===== config.mk =====
export PLATFORM = sky130hd
export DESIGN_NAME = dpsm_ctrl
export DESIGN_NICKNAME = d
export VERILOG_FILES = /design/src/rtl/dpsm_pkg.sv /design/src/rtl/dpsm_ctrl.sv
export SDC_FILE = /design/constraint.sdc
export NUM_CORES = 1
export LEC_CHECK = 0
export BUFFER_PORTS_ARGS = -buffer_cell sky130_fd_sc_hd__buf_2
export CAP_MARGIN = 5
export CORE_AREA = 2 2 39 41
export CTS_CLUSTER_SIZE = 16
export DETAILED_ROUTE_END_ITERATION = 8
export DIE_AREA = 0 0 41 43
export SLEW_MARGIN = 40
export SYNTH_ARGS = -nofsm -noshare
export SYNTH_HDL_FRONTEND = slang
export SYNTH_SLANG_ARGS = --single-unit

===== constraint.sdc =====
create_clock -name clk -period 1 [get_ports clk]
set_clock_uncertainty 0.2 [all_clocks]
set_input_delay 0.1 -clock clk [delete_from_list [all_inputs] [get_ports clk]]
set_output_delay 0.1 -clock clk [all_outputs]
set_load 0.05 [all_outputs]

===== src/rtl/dpsm_pkg.sv =====
// Package for the demand-paged sparse memory: sizes, derived widths and control structs.
package dpsm_pkg;

  localparam int PAGE_BITS  = 8;
  localparam int NUM_FRAMES = 16;

  localparam int ADDR_W     = 64;
  localparam int WORD_W     = 64;
  localparam int TAG_W      = ADDR_W - PAGE_BITS;
  localparam int FRAME_W    = (NUM_FRAMES > 1) ? $clog2(NUM_FRAMES) : 1;
  localparam int CNT_W      = $clog2(NUM_FRAMES + 1);
  localparam int MEM_DEPTH  = NUM_FRAMES << PAGE_BITS;
  localparam int MEM_AW     = (MEM_DEPTH > 1) ? $clog2(MEM_DEPTH) : 1;

  localparam int IN_TDATA_W  = 2 * WORD_W;
  localparam int OUT_TDATA_W = 72;

  localparam logic OP_READ  = 1'b0;
  localparam logic OP_WRITE = 1'b1;

  typedef struct packed {
    logic clear_en;
    logic capture;
    logic fire;
  } dpsm_cmd_t;

  typedef struct packed {
    logic clear_last;
  } dpsm_status_t;

endpackage


===== src/rtl/dpsm_ctrl.sv =====
// Controller state machine: clearing sweep, item capture and memory access sequencing.
module dpsm_ctrl (
  input  logic                  clk,
  input  logic                  rst_n,
  input  logic                  in_tvalid,
  output logic                  in_tready,
  output logic                  out_tvalid,
  input  logic                  out_tready,
  input  dpsm_pkg::dpsm_status_t status,
  output dpsm_pkg::dpsm_cmd_t    cmd
);
  import dpsm_pkg::*;

  typedef enum logic [1:0] {
    S_CLEAR,
    S_IDLE,
    S_ACCESS
  } state_t;

  state_t state_r, state_nxt;
  logic   out_valid_r, out_valid_nxt;

  always_comb begin
    in_tready    = (state_r == S_IDLE);
    cmd.clear_en = (state_r == S_CLEAR);
    cmd.capture  = in_tvalid && (state_r == S_IDLE);
    cmd.fire     = (state_r == S_ACCESS) && (!out_valid_r || out_tready);
    out_tvalid   = out_valid_r;
  end

  always_comb begin
    state_nxt     = state_r;
    out_valid_nxt = out_valid_r;
    if (out_tready) begin
      out_valid_nxt = 1'b0;
    end
    case (state_r)
      S_CLEAR: begin
        if (status.clear_last) begin
          state_nxt = S_IDLE;
        end
      end
      S_IDLE: begin
        if (cmd.capture) begin
          state_nxt = S_ACCESS;
        end
      end
      S_ACCESS: begin
        if (cmd.fire) begin
          state_nxt     = S_IDLE;
          out_valid_nxt = 1'b1;
        end
      end
      default: begin
        state_nxt = S_CLEAR;
      end
    endcase
  end

  always_ff @(posedge clk) begin
    if (!rst_n) begin
      state_r     <= S_CLEAR;
      out_valid_r <= 1'b0;
    end else begin
      state_r     <= state_nxt;
      out_valid_r <= out_valid_nxt;
    end
  end

endmodule


==> metrics.sh <==
RUN_STATUS='finished, violations left'
VIOLATIONS='setup timing'
BUFFER_PORTS.INSERTED=9
AREA_GROWTH_SYN_TO_LAYOUT_PCT=165
TOP_LEVEL_PORTS=10
GRT_UTIL_MET2_PCT=9.06
POWER.DENSITY_CELL_AREA_nW_PER_UM2=1260
CLOCK_POWER_SHARE_PCT=41.1
CP-END-KIND='output port'
CTS_SINKS=3
SYNTH_TOP_FAMILY_BY_AREA='simple AND/OR/NAND/NOR gates'
SYNTH.NET_COUNT=21
POSTSYNTHAREAPERCELL_UM2=9.62
DESIGN.CORE.AREA_UM2=1380
VDD_DROP_MAX_mV=0.302
YOSYS-MUX-AREA-FRACTION_PCT=0
YOSYSTOPAREACELLSHARE_PCT=39.0
CTS_BUFFER_DEPTH=2
POSTSYNTH.ASYNCRESETSHARE_PCT=0
SYNTHESIS.INSTANCES=16
SYNTHXORXNORAREAFRAC_PCT=0
CRIT_REQUIRED_NS=0.70
ANTENNA_LEFT=0
POST_ROUTE_CELLS_DRIVE_ABOVE_1_SHARE_PCT=83.8
CP-START-KIND='flop'
LAYOUT.NETS=43
DRT-WIRELENGTH-PER-CELL_UM=7.02
SYNTH_ADDER_AREA_SHARE_PCT=0
CTS-ROOT-BUF='sky130_fd_sc_hd__clkbuf_4'
SYNTH_LARGEST_AREA_CELL='sky130_fd_sc_hd__dfxtp_1'
SWITCHING_POWER_W=0.000146
TIMING_MAX_TRANSITION_VIOLATIONS_FINAL=0
YOSYSWARNINGS=0
HOLD_PATH.CLASS='in2reg'
SYNTHDISTINCTLIBCELLS=10
P_LEAK_nW=0.187
SYNTH_SEQ_CELLS=3
TOTAL_POWER_OF_THE_FINAL_LAYOUT_W=0.000512
ANT_DIODES=0
SYNTH_SIMPLE_GATE_AREA_SHARE_PCT=40.7
DIE-AREA_UM2=1760
SETUP_VIOL_COUNT_FINAL=7
POST-PLACE-CELLS=46
SYNTH.YOSYS.SEQ_AREA_SHARE_PCT=39.0
CTS.HTREE.LEVELS=1
FILL_CELLS=153
TOTAL_ITERATIONS_OF_THE_FIRST_DETAILED_ROUTING_RUN=1
GLOBALROUTE.BUSIESTLAYER='met2'
SYNTH_EDF_COUNT=0
COMBINATIONALPOWERSHARE_PCT=33.2
SYNTH_TOP_FLOP_CELL='sky130_fd_sc_hd__dfxtp_1'
CRITPATHSLOWESTCELL='sky130_fd_sc_hd__dfxtp_2'
INITIAL_UTILIZATION_PCT=11.1
CLOCK_INSERTION_DELAY_WORST_SKEW_NS=0.23
YOSYS-TOP-CELLS-COUNT='sky130_fd_sc_hd__dfxtp_1, sky130_fd_sc_hd__nand2b_1, sky130_fd_sc_hd__nor2_1, sky130_fd_sc_hd__nor2b_2, sky130_fd_sc_hd__o21a_1'
MAX_FREQ_MHz=775
CRIT_FANOUT=4
DIE_HEIGHT_UM=43
DRT-VIAS-PER-INSTANCE=3.38
POST-ROUTE-MIN-PERIOD_NS=1.29
GR-TOTAL-OVERFLOW=0
SEQ_AREA_UM2=68.8
MULTI_INPUT_AREA_UM2=135
GR-USAGE-MET1_PCT=4.15
SYNTHESIS.AREA_UM2=154
CTS_INSERTED_BUFFERS=3
SYNTH_COMPOUND_AREA_SHARE_PCT=20.3
MAX-SLEW-MARGIN-REL_PCT=92.9
TIMING.FINAL.WS_SETUP_NS=-0.290
NUMBER_OF_STANDARD_CELLS_IN_THE_FINAL_LAYOUT_EXCLUDING_FILLERS=53
POWER.SHARE.SWITCHING_PCT=28.6
DIEWIDTH_UM=41
P_SEQ_SHARE_PCT=25.7
INTERNAL-POWER_W=0.000366
GRTUSAGETOTAL_PCT=6.31
CRIT_PATH_CELL_TRACE='nor2b_4 > and2_4 > buf_8'
GRT_MAX_DEGREE=5
FIRST_PASS_GRT_WIRE_LENGTH_UM=648
WORST_SLEW_PIN_SLEW_NS=0.107
GRT_ANTENNA_BEFORE_REPAIR=0
DRT-INITIAL-DRC-COUNT=0
WIRELENGTH_UM=372
HOLD_WS_NS=0.0329
ROUTED-VIA-COUNT=179
DRCVIOLATIONCOUNT=0
FINALWEIGHTEDCONGESTION=0.572
SYNTH.TOP_CELLS.BY_AREA='sky130_fd_sc_hd__dfxtp_1, sky130_fd_sc_hd__nor2b_2, sky130_fd_sc_hd__o21a_1, sky130_fd_sc_hd__nand2b_1, sky130_fd_sc_hd__a21oi_2'
RSZ_0062_RAISED_AFTER_GLOBAL_ROUTING='true'
DRV_CAP=0
TIMING.CRITICAL_PATH.SLOWEST_CELL_DELAY_NS=0.34
GRT_USE_MET3_PCT=4.71
MOST_FREQUENTLY_USED_CELL_TYPE_IN_THE_POST_SYNTHESIS_NETLIST='sky130_fd_sc_hd__dfxtp_1'
FIN_CRIT_SH_PCT=129
CTS.REPORTEDPATHS.CLKPINSLEW_NS=0.04
CP_DATA_ARRIVAL_TIME_NS=0.99
TRITONCTS_CLOCK_TREE='built'
GRT_PASS1_VIAS=192
CRITICAL_PATH_CLASS='reg2out'
FP-ROW-COUNT=14
REPORT.FINAL.HOLD_VIOL_COUNT=0
## metrics by stage
step | utilization [%] | instance area, µm² | setup WS [ns] | setup TNS, ns
6_report | 29.5 | 408 | -0.290 | -1.34
2_1_floorplan | - | 169 | -0.339 | -1.36
5_1_grt | 29.5 | 408 | -0.350 | -1.66
4_1_cts | 27.2 | 377 | -0.308 | -1.47
3_3_place_gp | 19.6 | 272 | -0.191 | -0.873
3_5_place_dp | 19.6 | 272 | -0.202 | -0.924
## per-layer routing
metal	part of all wire [%]	vias to the layer above
met5	0	-
met4	0	0
met3	4.0	0
met2	65	3
met1	31	82
li1	-	94
## final timing paths
kind              startpoint    endpoint  slack, ns  cells past startpoint
setup / recovery  state_r[0]      cmd[1]      -0.29                      3
hold / removal    out_tready  out_tvalid       0.03                      4
setup reg to reg  state_r[0]  state_r[1]      -0.16                      4
hold reg to reg   out_tvalid  out_tvalid       0.40                      3
## repair_timing
action	4_1_cts	5_1_grt
hold buffers	1	0
pin swaps	3	4
setup buffers	1	1
resized for setup	18	5
setup endpoints to repair	8	8
endpoints found under the hold margin	3	0
## cells in the final DEF (no fill, tap or decap), types with 2 or more instances in the layout
cell type,instances
sky130_fd_sc_hd__buf_4,6
sky130_fd_sc_hd__buf_2,4
sky130_fd_sc_hd__buf_8,4
sky130_fd_sc_hd__nand2b_4,3
sky130_fd_sc_hd__clkbuf_4,3
sky130_fd_sc_hd__nor2b_4,2
sky130_fd_sc_hd__o21a_1,2
sky130_fd_sc_hd__dfxtp_4,2
sky130_fd_sc_hd__buf_6,2
## final cells by class
type | instances | share of cell area (%)
repair buffers | 17 | 38.7
multi-input cells | 13 | 33.1
flip-flops and latches | 3 | 16.9
clock buffers | 4 | 6.44
well taps | 16 | 4.91
## critical path: cells and delay by family, from the launching register on
| kind | cells | cell delay (ns) |
|---|---|---|
| DFF | 1 | 0.34 |
| and+or+nand+nor | 2 | 0.29 |
| buffers and inverters | 1 | 0.14 |
## power groups by stage
stage	Sequential (W)	Combinational (W)	Clock [W]
after detailed placement	0.000133	0.000119	0
after global placement	0.000132	0.000118	0
final	0.000131	0.000170	0.000211
after global routing	0.000132	0.000180	0.000248
after floorplan	0.000136	0.0000765	0
after CTS	0.000131	0.000158	0.000221
## kinds of logic after synthesis
logic type,count (synthesis)
AOI/OAI and AO/OA,4
and+or+nand+nor,9
DFF,3
## sequential cells by signal, indices dropped and copies added, names as in the netlist
register / flops
out_tvalid: 1
state_r: 2
Note: power is estimated with default switching activity, not from simulation.
